`config.mk`:
```
export PLATFORM = sky130hd
export DESIGN_NAME = tftp_write_receiver_unit_flat
export DESIGN_NICKNAME = d
export VERILOG_FILES = /design/src/rtl/core/twr_pkg.sv /design/src/rtl/core/twr_channels.sv /design/src/rtl/core/tftp_write_receiver_unit.sv /design/src/flat_wrapper.sv
export SDC_FILE = /design/constraint.sdc
export NUM_CORES = 1
export LEC_CHECK = 0
export BUFFER_PORTS_ARGS = -buffer_cell sky130_fd_sc_hd__buf_2
export CORE_ASPECT_RATIO = 1.1
export CORE_MARGIN = 3
export CORE_UTILIZATION = 40
export CTS_CLUSTER_DIAMETER = 50
export DETAILED_ROUTE_END_ITERATION = 12
export GPL_TIMING_DRIVEN = 0
export SYNTH_ARGS = -nofsm -noshare
export SYNTH_HDL_FRONTEND = slang
export SYNTH_SLANG_ARGS = --single-unit
```
`constraint.sdc`:
```
create_clock -name clock -period 9.6 [get_ports clock]
set_input_delay 1.44 -clock clock [delete_from_list [all_inputs] [get_ports clock]]
set_output_delay 1.44 -clock clock [all_outputs]
set_load 0.03 [all_outputs]
```
`src/rtl/core/twr_pkg.sv`:
```
// Package with shared types and constants of the write receiver.
package twr_pkg;

   // Register file geometry of the configuration port.
   localparam int unsigned CSR_INDEX_WIDTH = 3;
   localparam int unsigned CSR_DATA_WIDTH  = 64;

   // Protocol constants.
   localparam logic [15:0] DEFAULT_BLOCK = 16'd512;
   localparam logic [15:0] BLKSIZE_MIN   = 16'd8;
   localparam logic [15:0] BLKSIZE_MAX   = 16'd65464;

   // Configuration register indexes.
   typedef enum logic [CSR_INDEX_WIDTH-1:0] {
      CSR_BLOCK_SIZE_LIMIT     = 3'd0,
      CSR_TIMEOUT_LIMIT        = 3'd1,
      CSR_TRANSFER_SIZE_ENABLE = 3'd2,
      CSR_STORAGE_CAPACITY     = 3'd3,
      CSR_DALLY_ENABLE         = 3'd4
   } csr_index_type;

   // Event kinds carried by a request.
   typedef enum logic [1:0] {
      MODE_START = 2'd0,
      MODE_DATA  = 2'd1,
      MODE_ACK   = 2'd2
   } mode_type;

   // Packet kinds to send.
   typedef enum logic [1:0] {
      SEND_NONE  = 2'd0,
      SEND_ACK   = 2'd1,
      SEND_OACK  = 2'd2,
      SEND_ERROR = 2'd3
   } send_kind_type;

   // Error reasons.
   typedef enum logic [2:0] {
      ERR_NONE           = 3'd0,
      ERR_FILE_TOO_BIG   = 3'd1,
      ERR_WRONG_BLOCK    = 3'd2,
      ERR_TOO_MUCH_DATA  = 3'd3,
      ERR_ACK_UNEXPECTED = 3'd4
   } error_reason_type;

   // Transfer phases, also reported as status.
   typedef enum logic [2:0] {
      PHASE_IDLE      = 3'd0,
      PHASE_RECEIVING = 3'd1,
      PHASE_DALLYING  = 3'd2,
      PHASE_FINISHED  = 3'd3,
      PHASE_ERROR     = 3'd4
   } phase_type;

   // Payload of one request.
   typedef struct packed {
      logic [1:0]  mode;
      logic        client_options_present;
      logic        extra_options_present;
      logic        req_blksize_present;
      logic [15:0] req_blksize;
      logic        req_timeout_present;
      logic [7:0]  req_timeout;
      logic        req_tsize_present;
      logic [63:0] req_tsize;
      logic [15:0] block_number;
      logic [15:0] data_size;
   } req_payload_type;

   // Payload of one response.
   typedef struct packed {
      logic [1:0]  send_kind;
      logic [15:0] ack_block;
      logic        oack_blksize_present;
      logic [15:0] oack_blksize;
      logic        oack_timeout_present;
      logic [7:0]  oack_timeout;
      logic        oack_tsize_present;
      logic [63:0] oack_tsize;
      logic [2:0]  error_reason;
      logic        deliver_data;
      logic [2:0]  status;
   } rsp_payload_type;

endpackage

```
`src/rtl/core/twr_channels.sv`:
```
// Valid/ready channel interfaces for requests and responses.
interface twr_req_if;
   logic                     valid;
   logic                     ready;
   twr_pkg::req_payload_type payload;

   modport source (output valid, output payload, input ready);
   modport sink (input valid, input payload, output ready);
endinterface

interface twr_rsp_if;
   logic                     valid;
   logic                     ready;
   twr_pkg::rsp_payload_type payload;

   modport source (output valid, output payload, input ready);
   modport sink (input valid, input payload, output ready);
endinterface

```
`src/rtl/core/tftp_write_receiver_unit.sv`:
```
// Receiving side of a file write: option negotiation and data block checks.
// Throughput: one request per cycle; an input register and a response register
// separate the two sides, so a waiting response stops intake only once the
// input register is also full.
// Reset (synchronous, active high): configuration returns to its defaults,
// the transfer goes idle with block 0 and a block size of 512; both stages empty.
module tftp_write_receiver_unit (
   input  logic                                   clock,
   input  logic                                   reset,
   twr_req_if.sink                                req_chan,
   twr_rsp_if.source                              rsp_chan,
   input  logic                                   csr_write_enable,
   input  logic [twr_pkg::CSR_INDEX_WIDTH-1:0]    csr_index,
   input  logic [twr_pkg::CSR_DATA_WIDTH-1:0]     csr_write_data
);

   // Configuration registers.
   logic [15:0] blk_limit_ff;
   logic [7:0]  tmo_limit_ff;
   logic        tsize_en_ff;
   logic [63:0] capacity_ff;
   logic        dally_en_ff;

   // Transfer state.
   logic [15:0]        last_block_ff, last_block_in;
   logic [15:0]        blk_in_use_ff, blk_in_use_in;
   twr_pkg::phase_type phase_ff, phase_in;

   // Pipeline registers.
   logic                     in_valid_ff;
   twr_pkg::req_payload_type in_ff;
   logic                     out_valid_ff;
   twr_pkg::rsp_payload_type out_ff, out_in;

   logic        advance;
   logic        active;
   logic [15:0] next_block;
   logic        blk_grant;
   logic [15:0] granted_blk;
   logic        tmo_grant;
   logic        tsize_req;
   logic        tsize_bad;
   logic        block_short;
   twr_pkg::phase_type end_phase;

   // Handshake: the work stage moves when the response register is free.
   assign advance        = in_valid_ff && (!out_valid_ff || rsp_chan.ready);
   assign req_chan.ready = !in_valid_ff || advance;
   assign rsp_chan.valid = out_valid_ff;
   assign rsp_chan.payload = out_ff;

   // Option checks of a start request.
   assign blk_grant = in_ff.client_options_present && (blk_limit_ff != 16'd0)
                      && in_ff.req_blksize_present
                      && (in_ff.req_blksize >= twr_pkg::BLKSIZE_MIN)
                      && (in_ff.req_blksize <= twr_pkg::BLKSIZE_MAX);
   assign granted_blk = (in_ff.req_blksize < blk_limit_ff) ? in_ff.req_blksize
                                                           : blk_limit_ff;
   assign tmo_grant = in_ff.client_options_present && (tmo_limit_ff != 8'd0)
                      && in_ff.req_timeout_present && (in_ff.req_timeout != 8'd0)
                      && (in_ff.req_timeout <= tmo_limit_ff);
   assign tsize_req = in_ff.client_options_present && tsize_en_ff
                      && in_ff.req_tsize_present;
   assign tsize_bad = tsize_req && (in_ff.req_tsize > capacity_ff);

   // Data block checks.
   assign active      = (phase_ff == twr_pkg::PHASE_RECEIVING)
                        || (phase_ff == twr_pkg::PHASE_DALLYING);
   assign next_block  = last_block_ff + 16'd1;
   assign block_short = in_ff.data_size < blk_in_use_ff;
   assign end_phase   = block_short ? (dally_en_ff ? twr_pkg::PHASE_DALLYING
                                                   : twr_pkg::PHASE_FINISHED)
                                    : twr_pkg::PHASE_RECEIVING;

   // Event handling: response and next transfer state.
   always_comb begin
      out_in        = '0;
      last_block_in = last_block_ff;
      blk_in_use_in = blk_in_use_ff;
      phase_in      = phase_ff;
      case (twr_pkg::mode_type'(in_ff.mode))
         twr_pkg::MODE_START: begin
            last_block_in = 16'd0;
            blk_in_use_in = twr_pkg::DEFAULT_BLOCK;
            if (!in_ff.client_options_present && !in_ff.extra_options_present) begin
               out_in.send_kind = twr_pkg::SEND_ACK;
               phase_in         = twr_pkg::PHASE_RECEIVING;
            end else begin
               if (blk_grant) begin
                  blk_in_use_in = granted_blk;
               end
               if (tsize_bad) begin
                  out_in.send_kind    = twr_pkg::SEND_ERROR;
                  out_in.error_reason = twr_pkg::ERR_FILE_TOO_BIG;
                  phase_in            = twr_pkg::PHASE_ERROR;
               end else begin
                  out_in.oack_blksize_present = blk_grant;
                  out_in.oack_blksize         = blk_grant ? granted_blk : 16'd0;
                  out_in.oack_timeout_present = tmo_grant;
                  out_in.oack_timeout         = tmo_grant ? in_ff.req_timeout : 8'd0;
                  out_in.oack_tsize_present   = tsize_req;
                  out_in.oack_tsize           = tsize_req ? in_ff.req_tsize : 64'd0;
                  out_in.send_kind = (blk_grant || tmo_grant || tsize_req
                                      || in_ff.extra_options_present)
                                     ? twr_pkg::SEND_OACK : twr_pkg::SEND_ACK;
                  phase_in = twr_pkg::PHASE_RECEIVING;
               end
            end
         end
         twr_pkg::MODE_DATA: begin
            if (active) begin
               if (in_ff.block_number == last_block_ff) begin
                  out_in.send_kind = twr_pkg::SEND_ACK;
                  out_in.ack_block = last_block_ff;
                  phase_in         = end_phase;
               end else if (in_ff.block_number != next_block) begin
                  out_in.send_kind    = twr_pkg::SEND_ERROR;
                  out_in.error_reason = twr_pkg::ERR_WRONG_BLOCK;
                  phase_in            = twr_pkg::PHASE_ERROR;
               end else if (in_ff.data_size > blk_in_use_ff) begin
                  out_in.send_kind    = twr_pkg::SEND_ERROR;
                  out_in.error_reason = twr_pkg::ERR_TOO_MUCH_DATA;
                  phase_in            = twr_pkg::PHASE_ERROR;
               end else begin
                  out_in.deliver_data = 1'b1;
                  out_in.send_kind    = twr_pkg::SEND_ACK;
                  out_in.ack_block    = next_block;
                  last_block_in       = next_block;
                  phase_in            = end_phase;
               end
            end
         end
         twr_pkg::MODE_ACK: begin
            if (active) begin
               out_in.send_kind    = twr_pkg::SEND_ERROR;
               out_in.error_reason = twr_pkg::ERR_ACK_UNEXPECTED;
               phase_in            = twr_pkg::PHASE_ERROR;
            end
         end
         default: begin
         end
      endcase
      out_in.status = phase_in;
   end

   // Configuration writes.
   always_ff @(posedge clock) begin
      if (reset) begin
         blk_limit_ff <= twr_pkg::DEFAULT_BLOCK;
         tmo_limit_ff <= 8'd0;
         tsize_en_ff  <= 1'b0;
         capacity_ff  <= '1;
         dally_en_ff  <= 1'b0;
      end else if (csr_write_enable) begin
         case (twr_pkg::csr_index_type'(csr_index))
            twr_pkg::CSR_BLOCK_SIZE_LIMIT:     blk_limit_ff <= csr_write_data[15:0];
            twr_pkg::CSR_TIMEOUT_LIMIT:        tmo_limit_ff <= csr_write_data[7:0];
            twr_pkg::CSR_TRANSFER_SIZE_ENABLE: tsize_en_ff  <= csr_write_data[0];
            twr_pkg::CSR_STORAGE_CAPACITY:     capacity_ff  <= csr_write_data[63:0];
            twr_pkg::CSR_DALLY_ENABLE:         dally_en_ff  <= csr_write_data[0];
            default: begin
            end
         endcase
      end
   end

   // Transfer state and pipeline control.
   always_ff @(posedge clock) begin
      if (reset) begin
         last_block_ff <= 16'd0;
         blk_in_use_ff <= twr_pkg::DEFAULT_BLOCK;
         phase_ff      <= twr_pkg::PHASE_IDLE;
         in_valid_ff   <= 1'b0;
         out_valid_ff  <= 1'b0;
      end else begin
         if (advance) begin
            last_block_ff <= last_block_in;
            blk_in_use_ff <= blk_in_use_in;
            phase_ff      <= phase_in;
         end
         if (req_chan.ready) begin
            in_valid_ff <= req_chan.valid;
         end
         if (advance) begin
            out_valid_ff <= 1'b1;
         end else if (rsp_chan.ready) begin
            out_valid_ff <= 1'b0;
         end
      end
   end

   // Payload registers.
   always_ff @(posedge clock) begin
      if (req_chan.ready && req_chan.valid) begin
         in_ff <= req_chan.payload;
      end
      if (advance) begin
         out_ff <= out_in;
      end
   end

`ifndef SYNTH
   // An error response always names a reason, and only an error response does.
   a_error_reason: assert property (@(posedge clock) disable iff (reset)
      out_valid_ff |-> ((out_ff.send_kind == twr_pkg::SEND_ERROR)
                        == (out_ff.error_reason != twr_pkg::ERR_NONE)))
      else $error("error reason does not match send kind");

   // Delivered data is always acknowledged and leaves the transfer alive or done.
   a_deliver_ack: assert property (@(posedge clock) disable iff (reset)
      (out_valid_ff && out_ff.deliver_data)
      |-> (out_ff.send_kind == twr_pkg::SEND_ACK)
          && (out_ff.status != twr_pkg::PHASE_ERROR)
          && (out_ff.status != twr_pkg::PHASE_IDLE))
      else $error("delivered data without a matching ACK");

   // Option fields appear only in an option ACK.
   a_oack_fields: assert property (@(posedge clock) disable iff (reset)
      (out_valid_ff && (out_ff.send_kind != twr_pkg::SEND_OACK))
      |-> !out_ff.oack_blksize_present && !out_ff.oack_timeout_present
          && !out_ff.oack_tsize_present)
      else $error("option fields outside an option ACK");

   // The transfer state changes only when a request is processed.
   a_phase_hold: assert property (@(posedge clock) disable iff (reset)
      !advance |=> $stable(phase_ff) && $stable(last_block_ff))
      else $error("transfer state changed without a request");
`endif

endmodule

```
`src/flat_wrapper.sv`:
```
// flat-port wrapper written by rule: the top's interface ports become plain ports
module tftp_write_receiver_unit_flat 
  (clock, reset, csr_write_enable, csr_index, csr_write_data, req_chan_valid, req_chan_payload, req_chan_ready, rsp_chan_valid, rsp_chan_payload, rsp_chan_ready);
  twr_req_if req_chan_i ();
  twr_rsp_if rsp_chan_i ();
  input  logic clock;
  input  logic reset;
  input  logic csr_write_enable;
  input  logic [twr_pkg::CSR_INDEX_WIDTH-1:0] csr_index;
  input  logic [twr_pkg::CSR_DATA_WIDTH-1:0] csr_write_data;
  input wire logic [$bits(req_chan_i.valid)-1:0] req_chan_valid;
  input wire logic [$bits(req_chan_i.payload)-1:0] req_chan_payload;
  output wire logic [$bits(req_chan_i.ready)-1:0] req_chan_ready;
  output wire logic [$bits(rsp_chan_i.valid)-1:0] rsp_chan_valid;
  output wire logic [$bits(rsp_chan_i.payload)-1:0] rsp_chan_payload;
  input wire logic [$bits(rsp_chan_i.ready)-1:0] rsp_chan_ready;
  assign req_chan_i.valid = req_chan_valid;
  assign req_chan_i.payload = req_chan_payload;
  assign req_chan_ready = req_chan_i.ready;
  assign rsp_chan_valid = rsp_chan_i.valid;
  assign rsp_chan_payload = rsp_chan_i.payload;
  assign rsp_chan_i.ready = rsp_chan_ready;
  tftp_write_receiver_unit u_core (.clock(clock), .reset(reset), .req_chan(req_chan_i), .rsp_chan(rsp_chan_i), .csr_write_enable(csr_write_enable), .csr_index(csr_index), .csr_write_data(csr_write_data));
endmodule
```
Word-level counts from Yosys, hierarchy flattened
Index checks and enable logic that the tools add are counted.
{ "op_classes": {"add_sub_neg": 1, "n_lt_le_gt_ge": 7, "n_eq_ne": 14, "muxes": 41, "n_bitwise": 6, "n_reduce_logical": 44} }
{ "ops": {"columns": ["op", "n"], "rows": [
  ["16-bit two-way mux", 9],
  ["64-bit > comparator", 1],
  ["18-bit two-way mux", 2],
  ["3-bit two-way mux", 11],
  ["16-bit less-than comparator", 2],
  ["16-bit case mux with 2 select lines", 1],
  ["3-bit case mux with 3 select lines", 2],
  ["16-bit by 1-bit adder with 16-bit output (second input constant)", 1],
  ["16-bit equality test", 1],
  ["16-bit by 4-bit >= comparator with 1-bit output (second input constant)", 1],
  ["16-bit > comparator", 1],
  ["16-bit <= comparator (second input constant)", 1],
  ["16-bit != test", 1],
  ["16-bit nonzero test", 1],
  ["8-bit nonzero test", 2],
  ["4-bit OR reduction", 4],
  ["1-bit logical AND", 14],
  ["2-bit two-way mux", 7],
  ["2-bit AND reduction", 7],
  ["3-bit by 2-bit equality test with 1-bit output (second input constant)", 3],
  ["8-bit <= comparator", 1],
  ["4-bit two-way mux", 2],
  ["3-bit by 1-bit equality test with 1-bit output (second input constant)", 2],
  ["1-bit logical OR", 6],
  ["14 further kinds", 30]
]} }
{ "word_totals": {"register_bits": 370, "inputBits": 199, "output_inout_bits": 118, "wordCells": 145} }

Longest topological paths before layout
{ "depth": {"depth_word": 12, "depth_mapped": 12} }

Least setup slack after synthesis
OpenSTA, ideal clock, no wires.
{ "synth_path": {"path_type": "input to register", "startpoint": "input rsp_chan_ready", "endpoint": "register u_core.blk_in_use_ff[10]", "setup_time_ns": 0.075, "arrival_ns": 5.191, "setup_slack_ns": 4.334, "stages": 8, "cell_sequence": "nor2b_1 nand2b_1 inv_1 nand2_1 or3_1 clkbuf_1 clkbuf_1 o22ai_1"} }
{ "synth_via": {"elab_chain_cells": 3} }
{ "synth_rtl": {"columns": ["element", "line", "text"], "rows": [
  ["start: declaration", "flat_wrapper.sv:16", "input wire logic [$bits(rsp_chan_i.ready)-1:0] rsp_chan_ready;"],
  ["1-bit logical OR", "tftp_write_receiver_unit.sv:47", "assign advance = in_valid_ff && (!out_valid_ff || rsp_chan.ready);"],
  ["1-bit logical AND", "tftp_write_receiver_unit.sv:47", null],
  ["via u_core.advance", "tftp_write_receiver_unit.sv:35", "logic advance;"],
  ["2-bit AND reduction (no source line)", null, null],
  ["end signal: assignment", "tftp_write_receiver_unit.sv:171", "blk_in_use_ff <= twr_pkg::DEFAULT_BLOCK;"],
  ["end signal: assignment", "tftp_write_receiver_unit.sv:178", "blk_in_use_ff <= blk_in_use_in;"],
  ["end: declaration", "tftp_write_receiver_unit.sv:26", "logic [15:0] blk_in_use_ff, blk_in_use_in;"]
]} }
The timed path passes the listed nets, and every way through them passes these cells.
A chain may end at the register's enable or synchronous reset.

==> metrics.yaml <==
fillers: 3870
grt_setup_unrepaired: "false"
synth_top_family_by_area: "simple AND/OR/NAND/NOR gates"
drc_errors: 0
use_met2_pct: 37.20
finalCritPeriodShare_pct: 43.98
synth_area_um2: 16820
cts_root_buf: "clkbuf_16"
end_kind: "flip-flop"
cp_max_fo: 10
vias: 12690
worstHoldStart: "u_core.capacity_ff[57]"
finClkSkew_ns: 0.01746
period_needed_ns: 4.223
place_congestion: 0.9645
coreArea_um2: 41380
syn_inst: 1529
grt_most_used_layer: "met2"
critPathRequiredTime_ns: 9.93
die_w_um: 201.5
drive_gt1_share_pct: 21.95
cts_resized: 0
io_buffers: 316
ys.flop_type: "edfxtp_1"
status: "completed"
synth_fa_ha_area_share_pct: 7.735
crit_path_start_kind: "flip-flop"
grtUsageTotal_pct: 21.16
cts_buffer_depth: 3
synth_edf_count: 243
post_drt_wl_per_cell_um: 19.16
synth_fp_nets: 1832
design.die.area_um2: 44560
overflow: 0
vdd_drop_max_v: 0.0001487
grt_max_degree: 84
min_path_type: "reg -> reg"
synthMuxAreaShare_pct: 1.190
finalPower_uw: 3870
antenna_found_initial: 12
holdBufCountCts: 0
num_rows: 78
start_util_pct: 40.65
syn_area_per_cell_um2: 11.00
syn2layout_area_growth_pct: 23.53
met1_usage_pct: 24.97
ys_warn_count: 0
firstDrtPassIters: 7
relSlewSlack_pct: 40.22
synth-simple-area-share_pct: 18.80
setup_viol: 0
seq_area_frac_synth_pct: 58.49
reg2reg_from: "u_core.last_block_ff[0]"
numCtsBuffers: 45
cts_tree: "yes"
dieHeight_um: 221.1
crit_type: "reg -> reg"
ys_async_sr_fraction_pct: 0
cap_viol_max_count: 0
synth_compound_area_share_pct: 8.241
p_int_uw: 2937
fin_nets: 2199
netSwitchingPower_uw: 933.1
hpwl_um: 36930
seq_power_share_pct: 46.7
postCtsSetupBuffers: 0
grt_pass1_wl_um: 73080
cellPowerDensity_nw_per_um2: 186.2
synth_xor_area_share_pct: 1.346
drt-total-wl_um: 47900
viasPerCell: 5.074
drv_slew: 0
pwr-share-clk_pct: 45.4
clk_pin_slew_ns: 0.06
worst_pin_slew_ns: 0.8918
fmax_mhz: 236.8
met3_usage_pct: 6.282
critical_path_arrival_ns: 4.55
postRouteAntennaNets: 0
cts.sinks: 370
hold_viol: 0
cp-startpoint: "u_core.last_block_ff[0]"
grt_pass1_vias: 12730
comb_power_share_pct: 7.9
tns_ns: 0
power_leakage_uw: 0.008894
drt_iter0_drc: 722
htreeDepth: 2
yosys_register_bits: 370
clock_latency_ns: 0.58
yosysUniqueCellTypes: 71
io-pin-count: 317
p_sw_share_pct: 24.11
-- through the flow --
| step | hold slack [ns] | cell area [um^2] | setup slack (ns) | instances | util (%) |
|---|---|---|---|---|---|
| floorplan | 0.4291 | 16820 | 4.334 | 1529 | - |
| global placement | 0.4480 | 19100 | 2.447 | 2405 | 46.17 |
| detailed placement | 0.4538 | 19200 | 5.493 | 2409 | 46.40 |
| CTS | 0.4675 | 20760 | 5.495 | 2492 | 50.17 |
| global route | 0.4787 | 20770 | 5.314 | 2495 | 50.19 |
| finish | 0.4632 | 20780 | 5.377 | 2500 | 50.22 |
-- final timing paths --
kind | endpoint | slack, ns | cells after the start
min | u_core.capacity_ff[57] | 0.46 | 2
min reg2reg | u_core.capacity_ff[57] | 0.46 | 2
max | u_core.rsp_chan.payload[0] | 5.38 | 11
max reg2reg | u_core.rsp_chan.payload[0] | 5.38 | 11
-- logic make-up after synthesis --
group | after synthesis
AOI/OAI and AO/OA | 226
xor gates and xnor gates | 25
adders and majority gates | 104
buffers and inverters | 181
DFF | 370
muxes | 20
and+or+nand+nor | 603
-- power by group through the flow --
| stage | sequential [uW] | combinational, uW | clock [uW] |
|---|---|---|---|
| 3_3_place_gp | 1850 | 297 | 0 |
| 5_1_grt | 1810 | 340 | 1870 |
| 3_5_place_dp | 1840 | 309 | 0 |
| 2_1_floorplan | 1880 | 137 | 0 |
| 6_report | 1810 | 307 | 1760 |
| 4_1_cts | 1810 | 310 | 1810 |
-- placed cells by master, fill, tap and decap left out, types with 60 or more instances in the layout --
cell type  synthesis  layout
buf_2             12     328
clkbuf_1          52      60
dfxtp_1          127     127
nand2_1          226     226
inv_1            115     114
a21oi_1           87      87
nand3b_1          68      68
ha_1             104     104
edfxtp_1         243     243
and2_1            78      77
-- synthesized netlist by cell type, types with 5 or more instances --
library cell / number / area, um^2
a31oi_1: 14 / 87.58
o21ai_0: 38 / 190.2
a21oi_1: 87 / 435.4
a211oi_1: 10 / 75.07
nor2_1: 59 / 221.5
nor2b_1: 10 / 62.56
nor4_1: 17 / 106.4
edfxtp_1: 243 / 7297
xor2_1: 12 / 105.1
a22oi_1: 5 / 37.54
nand3b_1: 68 / 510.5
a21o_1: 11 / 82.58
xnor2_1: 12 / 105.1
clkbuf_1: 52 / 195.2
o21a_1: 8 / 60.06
o22ai_1: 15 / 93.84
or3_1: 16 / 100.1
nand2_1: 226 / 848.3
nor3_1: 23 / 115.1
inv_1: 115 / 431.7
and2_1: 78 / 488.0
o211ai_1: 5 / 37.54
nand3_1: 26 / 130.1
mux2i_1: 20 / 200.2
and4_1: 5 / 43.79
dfxtp_1: 127 / 2542
nand4_1: 29 / 181.4
and3_1: 14 / 87.58
nand2b_1: 10 / 62.56
buf_2: 12 / 60.06
ha_1: 104 / 1301
-- registers in the layout, summed over array words and instances, names as in the netlist --
name	count
u_core.blk_limit_ff	16
u_core.tsize_en_ff	1
u_core.rsp_chan.valid	1
u_core.dally_en_ff	1
u_core.in_ff	127
u_core.rsp_chan.payload	116
u_core.last_block_ff	16
u_core.blk_in_use_ff	16
u_core.in_valid_ff	1
u_core.phase_ff	3
u_core.capacity_ff	64
u_core.tmo_limit_ff	8
-- layout make-up --
type	instances	area [um^2]	area share (%)
Antenna cell	8	20.02	0.09634
Buffer	66	274.0	1.319
Clock buffer	56	1220	5.871
Clock inverter	27	339.1	1.632
Inverter	115	436.7	2.101
Multi-Input combinational cell	978	6286	30.25
Sequential cell	370	9839	47.35
Tap cell	560	700.7	3.372
Timing Repair Buffer	320	1664	8.008
-- worst max-delay path, cell delays in order (launching register included) --
cell	delay (ns)
dfxtp_1	0.54
ha_1	0.23
clkbuf_1	0.36
nand4_1	0.32
or2_2	0.41
o31ai_1	0.65
a21oi_1	0.14
nand4_2	0.22
or2_1	0.17
clkbuf_1	0.40
nand2_1	0.29
and3_1	0.25
-- per-layer routing --
metal / vias to the layer above / routed length [um]
met3: 96 / 3676
li1: 6204 / -
met5: - / 80
met2: 411 / 23830
met4: 10 / 1440
met1: 5964 / 18870
Power figures use the tool's default switching activity.
